--- src/rtl/core/ipe_pkg.sv ---
package ipe_pkg;

    // Field widths
    localparam int TIME_W   = 16;
    localparam int GAIN_W   = 8;
    localparam int CFG_IDX_W = 8;
    localparam int CFG_DAT_W = 16;

    // Pulse width is scaled down by 128 before the gain multiply
    localparam int WIDTH_SHIFT = 7;
    localparam int SCALED_W    = TIME_W - WIDTH_SHIFT;
    localparam int PROD_W      = GAIN_W + SCALED_W;

    // Stream payload widths (tdata filled up to whole bytes)
    localparam int S_TDATA_W = 32;
    localparam int S_TUSER_W = 2;
    localparam int M_TDATA_W = 24;

    // Register indexes
    localparam logic [CFG_IDX_W-1:0] CFG_IDX_GAIN = 8'd0;
    localparam logic [CFG_IDX_W-1:0] CFG_IDX_MISS = 8'd1;

    // Register reset values
    localparam logic [GAIN_W-1:0] GAIN_RST        = 8'd0;
    localparam logic [TIME_W-1:0] MISS_WINDOW_RST = 16'd100;
    localparam logic [TIME_W-1:0] TIME_MAX        = 16'hFFFF;

    // Item kinds
    localparam logic FUNC_TICK = 1'b0;
    localparam logic FUNC_EDGE = 1'b1;

    typedef struct packed {
        logic              func;
        logic              edge_rising;
        logic [TIME_W-1:0] capture_time;
        logic [TIME_W-1:0] now_count;
    } item_t;

    typedef struct packed {
        logic              injector_drive;
        logic [TIME_W-1:0] end_time;
        logic              missed;
    } result_t;

    typedef struct packed {
        logic [GAIN_W-1:0] enrichment_gain;
        logic [TIME_W-1:0] miss_window;
    } cfg_t;

endpackage

--- src/rtl/core/injector_pulse_extender_unit.sv ---
// Injector pulse extender, one channel.
// Path from input accept to result accept: input register, then result register.
// Throughput: one item per cycle while m_tready is not held low; each item's state update
//   is one pass through the end-time multiply/add and miss compare between the two registers.
// Reset (aresetn low, synchronous): pulse and compare state cleared, output inactive,
//   enrichment_gain = 0, miss_window = 100, both stream stages emptied.
module injector_pulse_extender_unit (
    input  logic                              aclk,
    input  logic                              aresetn,
    // configuration writes
    input  logic                              cfg_valid,
    output logic                              cfg_ready,
    input  logic [ipe_pkg::CFG_IDX_W-1:0]     cfg_index,
    input  logic [ipe_pkg::CFG_DAT_W-1:0]     cfg_data,
    // input items
    input  logic                              s_tvalid,
    output logic                              s_tready,
    // capture_time [15:0], now_count [31:16]
    input  logic [ipe_pkg::S_TDATA_W-1:0]     s_tdata,
    // func [0], edge_rising [1]
    input  logic [ipe_pkg::S_TUSER_W-1:0]     s_tuser,
    // result items
    output logic                              m_tvalid,
    input  logic                              m_tready,
    // injector_drive [0], end_time [16:1], missed [17], zero [23:18]
    output logic [ipe_pkg::M_TDATA_W-1:0]     m_tdata
);

    logic                         adv;
    logic                         item_valid;
    ipe_pkg::item_t               item;
    ipe_pkg::result_t             res;
    ipe_pkg::cfg_t                cfg;
    logic [ipe_pkg::GAIN_W-1:0]   gain_reg;
    logic [ipe_pkg::TIME_W-1:0]   miss_window_reg;

    // Configuration registers, always ready
    assign cfg_ready = 1'b1;

    always_ff @(posedge aclk) begin
        if (!aresetn) begin
            gain_reg        <= ipe_pkg::GAIN_RST;
            miss_window_reg <= ipe_pkg::MISS_WINDOW_RST;
        end else if (cfg_valid) begin
            unique case (cfg_index)
                ipe_pkg::CFG_IDX_GAIN: gain_reg        <= cfg_data[ipe_pkg::GAIN_W-1:0];
                ipe_pkg::CFG_IDX_MISS: miss_window_reg <= cfg_data;
                default: ;
            endcase
        end
    end

    assign cfg.enrichment_gain = gain_reg;
    assign cfg.miss_window     = miss_window_reg;

    ipe_in u_in (
        .aclk       (aclk),
        .aresetn    (aresetn),
        .s_tvalid   (s_tvalid),
        .s_tready   (s_tready),
        .s_tdata    (s_tdata),
        .s_tuser    (s_tuser),
        .adv        (adv),
        .item_valid (item_valid),
        .item       (item)
    );

    ipe_core u_core (
        .aclk    (aclk),
        .aresetn (aresetn),
        .fire    (item_valid && adv),
        .item    (item),
        .cfg     (cfg),
        .res     (res)
    );

    ipe_out u_out (
        .aclk       (aclk),
        .aresetn    (aresetn),
        .load_valid (item_valid),
        .res        (res),
        .adv        (adv),
        .m_tvalid   (m_tvalid),
        .m_tready   (m_tready),
        .m_tdata    (m_tdata)
    );

endmodule

--- src/rtl/core/ipe_in.sv ---
module ipe_in (
    input  logic                               aclk,
    input  logic                               aresetn,
    input  logic                               s_tvalid,
    output logic                               s_tready,
    // capture_time [15:0], now_count [31:16]
    input  logic [ipe_pkg::S_TDATA_W-1:0]      s_tdata,
    // func [0], edge_rising [1]
    input  logic [ipe_pkg::S_TUSER_W-1:0]      s_tuser,
    input  logic                               adv,
    output logic                               item_valid,
    output ipe_pkg::item_t                     item
);

    logic           valid_reg;
    ipe_pkg::item_t item_reg;

    // Stage is free when empty or when its item moves on this cycle
    assign s_tready   = !valid_reg || adv;
    assign item_valid = valid_reg;
    assign item       = item_reg;

    always_ff @(posedge aclk) begin
        if (!aresetn) begin
            valid_reg <= 1'b0;
        end else if (s_tready) begin
            valid_reg <= s_tvalid;
        end
    end

    // Payload unpack, no reset
    always_ff @(posedge aclk) begin
        if (s_tready && s_tvalid) begin
            item_reg.func         <= s_tuser[0];
            item_reg.edge_rising  <= s_tuser[1];
            item_reg.capture_time <= s_tdata[15:0];
            item_reg.now_count    <= s_tdata[31:16];
        end
    end

endmodule

--- src/rtl/core/ipe_core.sv ---
module ipe_core (
    input  logic              aclk,
    input  logic              aresetn,
    input  logic              fire,
    input  ipe_pkg::item_t    item,
    input  ipe_pkg::cfg_t     cfg,
    output ipe_pkg::result_t  res
);

    logic                        pulse_on_reg, pulse_on_next;
    logic [ipe_pkg::TIME_W-1:0]  start_time_reg, start_time_next;
    logic [ipe_pkg::TIME_W-1:0]  end_compare_reg, end_compare_next;
    logic                        compare_armed_reg, compare_armed_next;
    logic                        drive_level_reg, drive_level_next;

    logic [ipe_pkg::TIME_W-1:0]  width;
    logic [ipe_pkg::PROD_W-1:0]  prod;
    logic [ipe_pkg::TIME_W-1:0]  end_val;
    logic [ipe_pkg::TIME_W-1:0]  diff;
    logic                        miss_hit;
    logic                        missed;

    // End time arithmetic, all modulo 2^16
    always_comb begin
        width    = item.capture_time - start_time_reg;
        prod     = ipe_pkg::PROD_W'(cfg.enrichment_gain)
                 * ipe_pkg::PROD_W'(width[ipe_pkg::TIME_W-1:ipe_pkg::WIDTH_SHIFT]);
        end_val  = item.capture_time + prod[ipe_pkg::TIME_W-1:0];
        diff     = end_val - item.now_count;
        miss_hit = (end_val == item.now_count)
                || (diff > (ipe_pkg::TIME_MAX - cfg.miss_window));
    end

    // Next state per item kind
    always_comb begin
        pulse_on_next      = pulse_on_reg;
        start_time_next    = start_time_reg;
        end_compare_next   = end_compare_reg;
        compare_armed_next = compare_armed_reg;
        drive_level_next   = drive_level_reg;
        missed             = 1'b0;
        if (item.func == ipe_pkg::FUNC_TICK) begin
            if (compare_armed_reg && (item.now_count == end_compare_reg)) begin
                drive_level_next   = 1'b0;
                compare_armed_next = 1'b0;
            end
        end else if (!pulse_on_reg && !item.edge_rising) begin
            // start edge
            drive_level_next   = 1'b1;
            compare_armed_next = 1'b0;
            start_time_next    = item.capture_time;
            pulse_on_next      = 1'b1;
        end else if (pulse_on_reg && item.edge_rising) begin
            // end edge: arm compare, or force off if already passed
            end_compare_next   = end_val;
            compare_armed_next = !miss_hit;
            pulse_on_next      = 1'b0;
            if (miss_hit) begin
                missed           = 1'b1;
                drive_level_next = 1'b0;
            end
        end
    end

    assign res.injector_drive = drive_level_next;
    assign res.end_time       = end_compare_next;
    assign res.missed         = missed;

    always_ff @(posedge aclk) begin
        if (!aresetn) begin
            pulse_on_reg      <= 1'b0;
            start_time_reg    <= '0;
            end_compare_reg   <= '0;
            compare_armed_reg <= 1'b0;
            drive_level_reg   <= 1'b0;
        end else if (fire) begin
            pulse_on_reg      <= pulse_on_next;
            start_time_reg    <= start_time_next;
            end_compare_reg   <= end_compare_next;
            compare_armed_reg <= compare_armed_next;
            drive_level_reg   <= drive_level_next;
        end
    end

    // An armed compare only exists after the end edge
    a_armed_not_pulse: assert property (@(posedge aclk) disable iff (!aresetn)
        compare_armed_reg |-> !pulse_on_reg)
        else $error("compare armed during pulse");

    // Armed compare implies the output is still active
    a_armed_drive: assert property (@(posedge aclk) disable iff (!aresetn)
        compare_armed_reg |-> drive_level_reg)
        else $error("compare armed with output inactive");

    // During a pulse the output is active
    a_pulse_drive: assert property (@(posedge aclk) disable iff (!aresetn)
        pulse_on_reg |-> drive_level_reg)
        else $error("pulse on with output inactive");

    // A missed end leaves the output off and disarmed
    a_missed_off: assert property (@(posedge aclk) disable iff (!aresetn)
        (fire && missed) |=> (!drive_level_reg && !compare_armed_reg))
        else $error("missed end did not force output off");

endmodule

--- src/rtl/core/ipe_out.sv ---
module ipe_out (
    input  logic                           aclk,
    input  logic                           aresetn,
    input  logic                           load_valid,
    input  ipe_pkg::result_t               res,
    output logic                           adv,
    output logic                           m_tvalid,
    input  logic                           m_tready,
    // injector_drive [0], end_time [16:1], missed [17], zero [23:18]
    output logic [ipe_pkg::M_TDATA_W-1:0]  m_tdata
);

    logic             valid_reg;
    ipe_pkg::result_t res_reg;

    // Register takes a new item when empty or being drained
    assign adv      = !valid_reg || m_tready;
    assign m_tvalid = valid_reg;
    assign m_tdata  = {6'd0, res_reg.missed, res_reg.end_time, res_reg.injector_drive};

    always_ff @(posedge aclk) begin
        if (!aresetn) begin
            valid_reg <= 1'b0;
        end else if (adv) begin
            valid_reg <= load_valid;
        end
    end

    always_ff @(posedge aclk) begin
        if (adv && load_valid) begin
            res_reg <= res;
        end
    end

endmodule

--- config.mk ---
export PLATFORM = sky130hd
export DESIGN_NAME = injector_pulse_extender_unit
export DESIGN_NICKNAME = d
export VERILOG_FILES = /design/src/rtl/core/ipe_pkg.sv /design/src/rtl/core/injector_pulse_extender_unit.sv /design/src/rtl/core/ipe_in.sv /design/src/rtl/core/ipe_core.sv /design/src/rtl/core/ipe_out.sv
export SDC_FILE = /design/constraint.sdc
export NUM_CORES = 1
export LEC_CHECK = 0
export BUFFER_PORTS_ARGS = -buffer_cell sky130_fd_sc_hd__clkbuf_2
export CAP_MARGIN = 0
export CORE_ASPECT_RATIO = 1.1
export CORE_MARGIN = 10
export CORE_UTILIZATION = 60
export CTS_CLUSTER_DIAMETER = 50
export CTS_CLUSTER_SIZE = 8
export DETAILED_ROUTE_END_ITERATION = 6
export PLACE_DENSITY = 0.81
export SLEW_MARGIN = 20
export SYNTH_ARGS = -nofsm -noshare
export SYNTH_HDL_FRONTEND = slang
export SYNTH_SLANG_ARGS = --single-unit
--- constraint.sdc ---
create_clock -name aclk -period 20.9 [get_ports aclk]
set_input_delay 0 -clock aclk [delete_from_list [all_inputs] [get_ports aclk]]
set_output_delay 0 -clock aclk [all_outputs]
set_load 0.02 [all_outputs]
# After elaboration in Yosys (flattened, before gate mapping)
# Index checks and enable logic that the tools add are counted.
# op_classes
n_bitwise	2
reduce_logical	22
add_sub_neg	4
magnitude_cmp	1
mul	1
mux	15
eq_ne	4
# ops
op	count
16-bit 2-to-1 mux	3
16-bit == test	2
16-bit subtractor	2
16-bit adder	1
16-bit greater-than comparator	1
8-bit by 9-bit multiplier with 16-bit output	1
16-bit subtractor, first input constant	1
1-bit 2-to-1 mux	12
3-bit AND reduction	3
8-bit by 1-bit == test with 1-bit output, second input constant	1
8-bit zero test	1
1-bit logical AND	5
1-bit zero test	5
2-bit AND reduction	2
2-bit nonzero test	2
1-bit logical OR	3
3-bit by 1-bit inequality test with 1-bit output, second input constant	1
3-bit OR reduction	1
1-bit NOT	2
# totals
input_bits	63
reg_bits	113

# Depth between registers and ports, before layout
# Gate-level depths: netlist of the first run.
# depth
depth_word	10
depth_mapped	40
depth_no_buf	40

# Hierarchy
# From an unflattened synthesis of the first run, not the netlist that was laid out.
# unflattened
cells_unflattened	908
hier_area_um2	8848.5
# modules_own_cells
module	cells_per_inst	area_each_um2	instances
ipe_core	734	6094.6	1
ipe_in	39	1078.5	1
injector_pulse_extender_unit	105	1028.5	1
ipe_out	30	646.9	1

# Worst setup path after synthesis of the first run
# No wires, ideal clock.
# synth_timing
path_type	register to register
start	register u_in.item_reg (netlist bit u_in.item[18])
end	register u_out.res_reg (netlist bit u_out.m_tdata[0]) (data pin)
setup_time_ns	0.273
n_path_buf	0
period_less_slack_ns	8.092
setup_slack_ns	12.808
path_stages_with_launch	34
required_time_ns	20.627
t_arrival_ns	7.819
path_cell_list	edfxtp_1 ha_1 a21oi_1 o21ai_1 a2111oi_4 o211ai_2 a31oi_2 o21bai_1 a21oi_1 xnor2_1 nand2_1 fa_1 inv_1 fa_1 fa_1 inv_1 fa_1 inv_1 ha_1 o21ai_1 o21a_1 ha_1 nor2b_1 o31a_1 o21a_1 o211ai_1 a21boi_0 a311o_1 ha_1 nand4_1 o21a_1 mux2_2 a31oi_1 o311ai_2
# synth_rtl
element	line	rtl
start, declared	ipe_in.sv:16	ipe_pkg::item_t item_reg;
end signal, assigned	ipe_out.sv:31	res_reg <= res;
end, declared	ipe_out.sv:14	ipe_pkg::result_t res_reg;

# Worst setup path in the final report of the first run
# layout_timing
start	register u_in.item_reg (netlist bit u_in.item[18])
end	register u_core.drive_level_reg
# layout_between
elab_chain_cells	10
elab_cells_between_ends	11
# layout_rtl
element	line	rtl
16-bit subtractor	ipe_core.sv:25	width = item.capture_time - start_time_reg;
8-bit by 9-bit multiplier with 16-bit output	ipe_core.sv:27	* ipe_pkg::PROD_W'(width[ipe_pkg::TIME_W-1:ipe_pkg::WIDTH_SHIFT]);
16-bit adder *	ipe_core.sv:28	end_val = item.capture_time + prod[ipe_pkg::TIME_W-1:0];
16-bit subtractor	ipe_core.sv:29	diff = end_val - item.now_count;
16-bit greater-than comparator	ipe_core.sv:31	|| (diff > (ipe_pkg::TIME_MAX - cfg.miss_window));
1-bit logical OR *	ipe_core.sv:31	
1-bit 2-to-1 mux *	ipe_core.sv:58	if (miss_hit) begin
1-bit 2-to-1 mux *	ipe_core.sv:53	end else if (pulse_on_reg && item.edge_rising) begin
1-bit 2-to-1 mux *	ipe_core.sv:47	end else if (!pulse_on_reg && !item.edge_rising) begin
1-bit 2-to-1 mux *	ipe_core.sv:42	if (item.func == ipe_pkg::FUNC_TICK) begin
end signal, assigned	ipe_core.sv:81	drive_level_reg <= drive_level_next;
end, declared	ipe_core.sv:14	logic drive_level_reg, drive_level_next;
# Mark *: on every way between the ends. The rest lies on a longest branch, timed or not.
# A chain may end at the register's enable or synchronous reset.

==> results of run 1 <==
==> final timing paths <==
path / start / cells past startpoint / endpoint
setup / recovery: u_in.item[18]$_DFFE_PP_ / 38 / u_core.drive_level_reg$_SDFFE_PN0P_
hold / removal: cfg_index[0] / 4 / gain_reg[7]$_SDFFE_PN0P_
setup reg to reg: u_in.item[18]$_DFFE_PP_ / 38 / u_core.drive_level_reg$_SDFFE_PN0P_
hold reg to reg: u_core.start_time_reg[0]$_SDFFE_PN0P_ / 2 / u_core.start_time_reg[0]$_SDFFE_PN0P_
==> worst max-delay path: cells and delay by family (launching register included) <==
kind	cells	cell delay [ns]
flops	1	0.45
mux	1	0.26
buf+inv	4	0.24
fa+ha+maj	8	3.20
simple gates	3	0.66
compound gates	19	3.38
xor+xnor	3	0.80
==> cells by family after synthesis <==
logic type,Yosys count,share of synthesized area [%]
buffers and inverters,162,7.29
adder cells (fa/ha/maj),137,24.6
multiplexers,39,4.68
XOR/XNOR,55,5.69
flip-flops,113,31.9
AO/OA/AOI/OAI,128,10.4
other,2,0.0861
AND/OR/NAND/NOR,265,15.4
==> per-layer routing <==
metal  routed length [µm]  share of wire [%]  track usage [%]  vias to the layer above
li1                     -                  -                -                     3242
met1                 8680                 38             25.7                     3268
met2                12000                 52             42.3                      266
met3                 1340                5.8             5.15                       69
met4                  903                3.9             11.1                        0
met5                    0                  0                0                        -
==> cell type report <==
type	instances	area share (%)
well taps	192	2.30
flip-flops and latches	113	26.7
repair buffers	137	9.17
clock buffers	25	5.38
multi-input cells	631	51.1
inverters	135	4.86
clock inverters	7	0.528
==> cell usage after synthesis, types with 5 or more instances <==
cell / instances / share of area [%]
inv_1: 135 / 5.8
nand2_1: 91 / 3.9
ha_1: 80 / 11
dfxtp_1: 61 / 14
fa_1: 57 / 13
edfxtp_1: 52 / 18
and2_1: 47 / 3.4
xnor2_1: 44 / 4.4
nor2b_1: 38 / 2.7
a21oi_1: 32 / 1.8
nor2_1: 29 / 1.2
mux2i_1: 25 / 2.9
a21boi_0: 24 / 2.1
o21ai_0: 19 / 1.1
clkbuf_1: 14 / 0.60
mux2_2: 14 / 1.8
nor3_1: 13 / 0.75
nand3_1: 11 / 0.63
nand4_1: 10 / 0.72
xor2_1: 10 / 1.0
a21o_1: 9 / 0.77
o21a_1: 9 / 0.77
buf_4: 7 / 0.60
nor3b_1: 7 / 0.60
buf_1: 5 / 0.22
==> through the flow <==
stage | power, µW | utilization [%] | instance area (µm²) | hold WS (ns) | std cells
after CTS | 648 | 72.8 | 10400 | 0.136 | 1240
after floorplan | 316 | - | 8740 | 0.0989 | 906
after global placement | 343 | 64.8 | 9280 | 0.177 | 1155
after global routing | 669 | 72.8 | 10400 | 0.174 | 1240
final | 649 | 72.8 | 10400 | 0.155 | 1240
after detailed placement | 345 | 64.8 | 9280 | 0.179 | 1155
==> power groups by stage <==
stage	registers (µW)	logic (µW)	clock network, µW
3_3_place_gp	250	92.6	0
6_report	246	106	296
2_1_floorplan	251	65.8	0
3_5_place_dp	251	94.5	0
5_1_grt	247	116	306
4_1_cts	246	104	298
==> key figures, run 1 <==
Power
  • Pwr Density: 62.2 nW/µm²
  • Worst VDD drop: 0.0683 mV
  • Net switching power: 176 µW
  • Switching portion of total power: 27.2%
  • P_leak: 0.00475 µW
  • Combinational cell fraction of total power: 16.4%
  • Clock power share: 45.7%
  • Register share of total power: 38.0%
  • Pint: 472 µW

CTS
  • Post-CTS resize count: 0
  • Worst skew pair latency: 0.43 ns
  • Clk sinks: 113
  • CTS clock-pin slew for the worst setup and hold paths: 0.06 ns
  • Post-CTS Setup Inserts: 0
  • # hold bufs at CTS: 53
  • CTS HTree Levels: 4
  • Clk buf depth: 2
  • CTS buffer count: 17
  • CTS tree: yes
  • CTS root buffer: clkbuf_16

Routing
  • Total length of routed wires: 22.9 mm
  • DRT iter0 DRCs: 419
  • Antenna viol nets, final: 0
  • 1st-pass router iterations: 5
  • DRC: 0
  • Drt wl/cell: 18.5 µm
  • Via density: 5.52
  • Via count: 6845

Min path
  • Hold Crit Class: in2reg

Timing
  • Final period util: 43.7%
  • Final TNS setup: 0 ns
  • Relative slew slack: 24.1%
  • RSZ-0062 raised after global routing: false
  • Final Hold Viols: 0
  • Max Clock Freq: 109 MHz
  • Worst slew pin tran: 1.14 ns
  • Min setup slack post-route: 11.76 ns
  • Clock skew: 0.00952 ns
  • Final slew viol count: 0
  • Setup violators final: 0
  • Fin crit period: 9.14 ns

Worst setup path
  • Critical Path Start Type: register
  • Crit path max-delay cell type: xor2_1
  • Worst R2R Setup Slack: 11.76 ns
  • Worst EP required: 21.21 ns
  • Slowest stage delay, CP: 0.53 ns
  • Setup CP Type: reg2reg
  • Most frequent CP cell: a21oi_1
  • CP max FO: 8
  • Crit path arrival time: 9.44 ns
  • Worst Setup End Kind: register

Global route
  • Initial antenna violation count: 0
  • Largest net degree at the start of global routing: 65
  • First-pass GRT wire length: 36.7 mm
  • Grt ovf: 0
  • Vias in the first global route: 7272
  • GRT Util Overall: 23.6%

Synth
  • Gate count of the mapped netlist: 901
  • Ys async rst share: 0%
  • Synth unique cells: 60
  • Post-Synthesis Cell Area: 8720 µm²
  • Synthesized flop and latch total: 113
  • Synthesized area per cell: 9.68 µm²
  • Post-synth EDFFs: 52
  • YS warnings: 0
  • Seq/Total Area, Yosys: 31.9%
  • Ys flop type: dfxtp_1

Placement
  • Pre-CTS setup slack: 11.89 ns
  • Port Buffers: 82
  • DP HPWL: 16.1 mm
  • Final GP Congestion: 0.938

Finish
  • Area occupied by multi-input gates: 5330 µm²
  • N_diodes: 0
  • Max reg flops: 34
  • Register area: 2780 µm²
  • Share of cells above drive strength 1: 13.4%
  • Nets: 1235
  • Area Overhead vs Synth: 19.5%
  • Commonest non-fill, non-tap cell in the layout: inv_1
  • Commonest non-fill, non-tap cells in the layout: inv_1 (135), nand2_1 (91), clkbuf_2 (81)
  • Fill count: 958

Job
  • Max-Cap Viols: 0

Run status
  • Outcome: completed

Floorplanning
  • DIE HEIGHT: 146 µm
  • DIE AREA: 19800 µm²
  • Ports: 90
  • Initial Util: 60.9%
  • Die Wd: 135 µm
  • FP Rows: 46
  • Total core area: 14300 µm²
(Power assumes the default switching activity.)
==> inputs of run 2 (changes only) <==
==> constraint.sdc (replaced) <==
create_clock -name aclk -period 8.45 [get_ports aclk]
set_input_delay 0 -clock aclk [delete_from_list [all_inputs] [get_ports aclk]]
set_output_delay 0 -clock aclk [all_outputs]
set_load 0.02 [all_outputs]
==> run 2 against run 1 <==
  * The flow now finishes with violations (setup timing)
  * First-iteration DRC count grew 88%
  * Count of clock-buffer cells in the layout is 5 lower
  * Worst setup slack worse by 12 ns
  * Flip-flop and latch count is the same
  * Via count grew 10%
  * Fmax up 5.8%
==> key figures, run 2 (synthesis gave the netlist of run 1 again) <==
Run status
  • Outcome: finished, violations left
  • Failing checks: setup timing

Placement
  • Port Buffers: 82 (unchanged)
  • DP Cell Count: 1184 (+2.5%)
  • DP HPWL: 16.3 mm (+1.3%)
  • Final GP Congestion: 0.935 (-0.36%)

Routing
  • Via count: 7540 (+10%)
  • Top Metal Used: met4
  • DRC: 0 (unchanged)
  • Via density: 5.82 (+5.5%)
  • Met3 wire length: 1.67 mm (+25%)
  • Wl on met1: 9.76 mm (+12%)
  • Met2 WL: 13.8 mm (+16%)
  • Drt wl/cell: 20.6 µm (+12%)
  • Antenna viol nets, final: 0 (unchanged)
  • Total length of routed wires: 26.7 mm (+17%)
  • 1st-pass router iterations: 5 (unchanged)
  • DRT iter0 DRCs: 789 (+88%)

Worst setup path
  • Crit path arrival time: 8.79 ns (-0.65 ns)
  • Critical Path Start Type: register
  • CP max FO: 6 (-2)
  • Most frequent CP cell: ha_1
  • Crit path max-delay cell type: xnor2_1
  • Worst Setup End Kind: register
  • Setup CP Type: reg2reg
  • Slowest stage delay, CP: 0.62 ns (+0.09 ns)
  • Worst EP required: 8.60 ns (-12.61 ns)
  • R2r worst-path depth: 36 (-5.3%)

Global route
  • Vias in the first global route: 7858 (+8.1%)
  • Grt ovf: 0 (unchanged)
  • Largest net degree at the start of global routing: 65 (unchanged)
  • GRT Util Overall: 25.1% (+1.6 points)
  • First-pass GRT wire length: 39.6 mm (+7.8%)
  • Initial antenna violation count: 0 (unchanged)

Floorplanning
  • Ports: 90 (unchanged)
  • DIE HEIGHT: 146 µm (unchanged)
  • FP Rows: 46 (unchanged)
  • DIE AREA: 19800 µm² (unchanged)
  • Die Wd: 135 µm (unchanged)
  • Total core area: 14300 µm² (unchanged)
  • Initial Util: 60.9% (unchanged)

Timing
  • Clock skew: 0.0102 ns (+0.000695 ns)
  • Worst slew pin tran: 1.09 ns (-0.0491 ns)
  • Final Hold Viols: 0 (unchanged)
  • Setup violators final: 4 (+4)
  • RSZ-0062 raised after global routing: true
  • Final slew viol count: 0 (unchanged)
  • Max Clock Freq: 116 MHz (+5.8%)
  • Final period util: 102% (+59 points)
  • Relative slew slack: 26.9% (+2.8 points)
  • Fin crit period: 8.64 ns (-0.500 ns)
  • Min setup slack post-route: -0.188 ns (-11.95 ns)

Power
  • P_leak: 0.00508 µW (+6.8%)
  • Pwr Density: 145 nW/µm² (+130%)
  • Worst VDD drop: 0.182 mV (+170%)

Min path
  • Hold Crit Class: in2reg
  • Hold path cells: 3 (-1)

CTS
  • CTS clock-pin slew for the worst setup and hold paths: 0.06 ns (about the same)
  • CTS HTree Levels: 4 (unchanged)
  • CTS buffer count: 17 (unchanged)
  • Clk buf depth: 2 (unchanged)
  • Worst skew pair latency: 0.43 ns (about the same)
  • CTS tree: yes
  • Clk sinks: 113 (unchanged)
  • CTS root buffer: clkbuf_16

Finish
  • N_diodes: 0 (unchanged)
  • Utilization after layout: 78.1% (+5.4 points)
  • Commonest non-fill, non-tap cells in the layout: inv_1 (131), nand2_1 (90), clkbuf_2 (82)
  • Share of cells above drive strength 1: 22.8% (+9.5 points)
  • Area occupied by multi-input gates: 5730 µm² (+7.7%)
  • Commonest non-fill, non-tap cell in the layout: inv_1
  • Nets: 1290 (+4.5%)
  • Finished Layout Cells: 1295 (+4.4%)
  • Fill count: 820 (-14%)
  • Area Overhead vs Synth: 28.4%
  • Register area: 2780 µm² (about the same)
  • Max reg flops: 34 (unchanged)

Job
  • Max-Cap Viols: 0 (unchanged)
run 2: report_power, final:
| part | leakage (µW) | switching (µW) | internal [µW] | total [µW] |
|---|---|---|---|---|
| clock | 0.000271 | 277 | 399 | 676 |
| combinational | 0.00381 | 186 | 152 | 338 |
| sequential | 0.000997 | 16.5 | 593 | 610 |
| total | 0.00508 | 479 | 1140 | 1620 |
run 2: final timing paths:
kind / startpoint / to / slack (ns)
worst max register to register: u_in.item[22]$_DFFE_PP_ / u_out.m_tdata[17]$_SDFFCE_PP0P_ / -0.19
worst max-delay path: u_in.item[22]$_DFFE_PP_ / u_out.m_tdata[17]$_SDFFCE_PP0P_ / -0.19
worst min register to register: u_core.start_time_reg[13]$_SDFFE_PN0P_ / u_core.start_time_reg[13]$_SDFFE_PN0P_ / 0.47
worst min-delay path: aresetn / miss_window_reg[6]$_SDFFE_PN1P_ / 0.12
run 2: per-layer routing:
layer  global-route usage, %  vias up
met4                    13.8        0
met3                    5.46      134
met1                    27.3     3666
met5                       0        -
li1                        -     3353
met2                    44.2      387
run 2: area by class of cell:
class / count / share of cell area [%]
Multi-Input combinational cell: 631 / 51.2
Clock buffer: 20 / 4.18
Inverter: 135 / 4.52
Clock inverter: 12 / 0.737
Tap cell: 192 / 2.15
Timing Repair Buffer: 192 / 12.4
Sequential cell: 113 / 24.9
run 2: critical path: cells and delay by family, from the launching register on:
| kind | cells | cell delay [ns] |
|---|---|---|
| flip-flops | 1 | 0.44 |
| AND/OR/NAND/NOR | 5 | 1.07 |
| buffers and inverters | 5 | 0.57 |
| AO/OA/AOI/OAI | 14 | 2.23 |
| adder cells (fa/ha/maj) | 9 | 3.02 |
| multiplexers | 1 | 0.16 |
| XOR/XNOR | 2 | 0.87 |
run 2: metrics by stage:
| step | worst slack, ns | total power (µW) | hold WS (ns) | setup TNS (ns) | instance area, µm² |
|---|---|---|---|---|---|
| after global routing | -0.455 | 1670 | 0.157 | -1.77 | 11200 |
| final | -0.188 | 1620 | 0.122 | -0.617 | 11200 |
| after detailed placement | -0.147 | 871 | 0.179 | -0.411 | 9500 |
| after floorplan | 0.358 | 782 | 0.0989 | 0 | 8740 |
| after CTS | 0.00437 | 1550 | 0.109 | 0 | 10700 |
| after global placement | 0.00872 | 866 | 0.177 | 0 | 9500 |
run 2: timing repair:
item / CTS / global route
buffers inserted: 3 / 22
hold buffers: 53 / 0
pin swaps: 8 / 60
endpoints found under the setup margin: 4 / 4
hold endpoints to repair: 60 / 0
gates resized for setup: 14 / 62
==> inputs of run 3 (changes only) <==
--- a/config.mk
+++ b/config.mk
@@ -13,7 +13,7 @@
 export CTS_CLUSTER_DIAMETER = 50
 export CTS_CLUSTER_SIZE = 8
 export DETAILED_ROUTE_END_ITERATION = 6
-export PLACE_DENSITY = 0.81
+export PLACE_DENSITY = 0.89
 export SLEW_MARGIN = 20
 export SYNTH_ARGS = -nofsm -noshare
 export SYNTH_HDL_FRONTEND = slang
==> run 3 against run 2 <==
  * The run still ends with setup timing left
  * Clock power grew 17%
  * Via count grew 6.9%
  * Non-clock buffer count shrank 14
  * First-iteration DRC count grew 58%
  * Count of clock-buffer cells in the layout shrank 3
  * Flip-flop and latch count is the same
  * Clock skew shrank 0.0011 ns
  * Largest cell class unchanged
==> key figures, run 3 (synthesis gave the netlist of run 1 again) <==
Worst setup path
  • Slowest stage delay, CP: 0.58 ns (-0.04 ns)
  • Buf+Inv Stages, Crit Path: 4 (-1)
  • Crit path max-delay cell type: fa_1
  • Critical path startpoint: u_in.item[22]$_DFFE_PP_
  • Worst Setup End Kind: register
  • Setup CP Type: reg2reg
  • Critical Path Start Type: register
  • Worst path top cell family by delay: adder cells
  • Critical R2R Launch: u_in.item[22]$_DFFE_PP_
  • Crit path arrival time: 9.38 ns (+0.59 ns)
  • Worst EP required: 8.77 ns (+0.17 ns)
  • CP max FO: 5 (-1)
  • Most frequent CP cell: fa_1

CTS
  • Clk buf depth: 2 (unchanged)
  • CTS buffer count: 17 (unchanged)
  • CTS tree: yes
  • CTS root buffer: clkbuf_16
  • CTS clock-pin slew for the worst setup and hold paths: 0.06 ns (about the same)
  • Clk sinks: 113 (unchanged)
  • Worst skew pair latency: 0.44 ns (about the same)
  • CTS HTree Levels: 4 (unchanged)

Finish
  • Fin area: 11200 µm² (+0.12%)
  • Commonest non-fill, non-tap cells in the layout: inv_1 (131), nand2_1 (90), clkbuf_2 (82)
  • Commonest non-fill, non-tap cell in the layout: inv_1
  • Area Overhead vs Synth: 28.5%
  • Max reg flops: 34 (unchanged)
  • Nets: 1276 (-1.1%)
  • Share of cells above drive strength 1: 22.6% (-0.26 points)

Power
  • Net switching power: 512 µW (+6.7%)
  • Pwr Density: 156 nW/µm² (+7.8%)
  • Combinational cell fraction of total power: 19.9% (-0.9 points)
  • Pint: 1240 µW (+8.4%)
  • P_leak: 0.00504 µW (-0.79%)
  • Clock power share: 45.2% (+3.6 points)
  • Register share of total power: 34.9% (-2.7 points)
  • Switching portion of total power: 29.2% (-0.32 points)
  • Worst VDD drop: 0.204 mV (+12%)

Floorplanning
  • Die Wd: 135 µm (unchanged)
  • Initial Util: 60.9% (unchanged)
  • DIE HEIGHT: 146 µm (unchanged)
  • DIE AREA: 19800 µm² (unchanged)
  • Total core area: 14300 µm² (unchanged)
  • Ports: 90 (unchanged)
  • FP Rows: 46 (unchanged)

Run status
  • Failing checks: setup timing
  • Outcome: finished, violations left

Timing
  • Relative slew slack: 16.9% (-10 points)
  • Worst slew pin tran: 1.24 ns (+0.149 ns)
  • Final period util: 107% (+4.9 points)
  • Clock skew: 0.00915 ns (-0.00107 ns)
  • RSZ-0062 raised after global routing: true
  • Setup violators final: 4 (unchanged)
  • Final slew viol count: 0 (unchanged)
  • Fin crit period: 9.05 ns (+0.415 ns)
  • Min setup slack post-route: -0.603 ns (-0.415 ns)
  • Final Hold Viols: 0 (unchanged)
  • Max Clock Freq: 110 MHz (-4.6%)

Routing
  • Drt wl/cell: 24.3 µm (+18%)
  • DRT iter0 DRCs: 1244 (+58%)
  • 1st-pass router iterations: 6 (+1)
  • DRC: 0 (unchanged)
  • Via density: 6.28 (+7.9%)
  • Via count: 8059 (+6.9%)
  • Antenna viol nets, final: 0 (unchanged)
  • Total length of routed wires: 31.1 mm (+17%)

Placement
  • Port Buffers: 82 (unchanged)
  • Final GP Congestion: 0.934 (about the same)
  • DP HPWL: 16.3 mm (+0.39%)
  • Pre-CTS setup slack: -0.129 ns (+0.0177 ns)
  • DP Area: 9450 µm² (-0.47%)

Min path
  • Hold Crit Class: in2reg
  • Min-delay src: aresetn

Global route
  • Vias in the first global route: 8245 (+4.9%)
  • First-pass GRT wire length: 42.6 mm (+7.8%)
  • Largest net degree at the start of global routing: 65 (unchanged)
  • GRT Util Overall: 27.3% (+2.2 points)
  • Grt ovf: 0 (unchanged)
  • Initial antenna violation count: 2 (+2)

Job
  • Max-Cap Viols: 0 (unchanged)
## run 3: cell count changes in the layout (fill, tap and decap cells not counted), moves of 3 or more
cell | before | now
buf_4 | 54 | 42
bufinv_16 | 0 | 4
clkinv_4 | 4 | 1
clkinvlp_4 | 1 | 5
ha_1 | 68 | 65
ha_4 | 11 | 14
## run 3: timing repair
action,in CTS,in global routing
hold endpoints to repair,60,0
buffers inserted,7,11
setup endpoints to repair,4,4
resized for setup,22,61
hold buffers,53,0
pin swaps,16,38
## run 3: final timing paths
path	end	cells after the start	slack, ns
worst max-delay path	u_core.drive_level_reg$_SDFFE_PN0P_	37	-0.60
worst min-delay path	miss_window_reg[6]$_SDFFE_PN1P_	3	0.12
worst max register to register	u_core.drive_level_reg$_SDFFE_PN0P_	37	-0.60
worst min register to register	u_core.start_time_reg[1]$_SDFFE_PN0P_	2	0.47
## run 3: final cells by class
class                   count  area, µm²
diodes                      2       5.00
clock buffers              17        425
clock inverters            15        206
fillers                   742       3120
inverters                 135        507
multi-input cells         631       5780
flip-flops and latches    113       2780
well taps                 192        240
repair buffers            178       1270
## run 3: per-stage QoR
step           utilization, %  std cells  hold WS, ns  power, µW  setup TNS, ns
6_report                 78.2       1283        0.121       1750          -2.25
5_1_grt                  78.2       1283        0.151       1790          -3.28
4_1_cts                  75.3       1270       0.0909       1670              0
3_5_place_dp             66.0       1178        0.179        866         -0.381
3_3_place_gp             66.0       1178        0.177        860              0
2_1_floorplan               -        906       0.0989        782              0
## run 3: power groups by stage
stage / combinational (µW) / sequential, µW / clock [µW]
2_1_floorplan: 163 / 620 / 0
3_3_place_gp: 241 / 619 / 0
5_1_grt: 364 / 612 / 810
6_report: 348 / 612 / 792
3_5_place_dp: 247 / 620 / 0
4_1_cts: 283 / 609 / 778
## run 3: layer usage
metal	routed length, µm	part of all wire (%)	vias to the layer above	global-route usage [%]
met4	2610	8.4	0	18.6
li1	-	-	3315	-
met2	15000	48	706	46.7
met5	0	0	-	0
met1	10200	33	3787	28.3
met3	3290	11	251	7.89
## run 3: worst reg2reg max path: cells and delay by family, from the launching register on
family                     cells  cell delay [ns]
and+or+nand+nor                6             1.02
adders and majority gates      8             3.33
muxes                          1             0.34
AOI/OAI and AO/OA             17             3.27
xor gates and xnor gates       1             0.18
buffers and inverters          4             0.37
DFF                            1             0.42
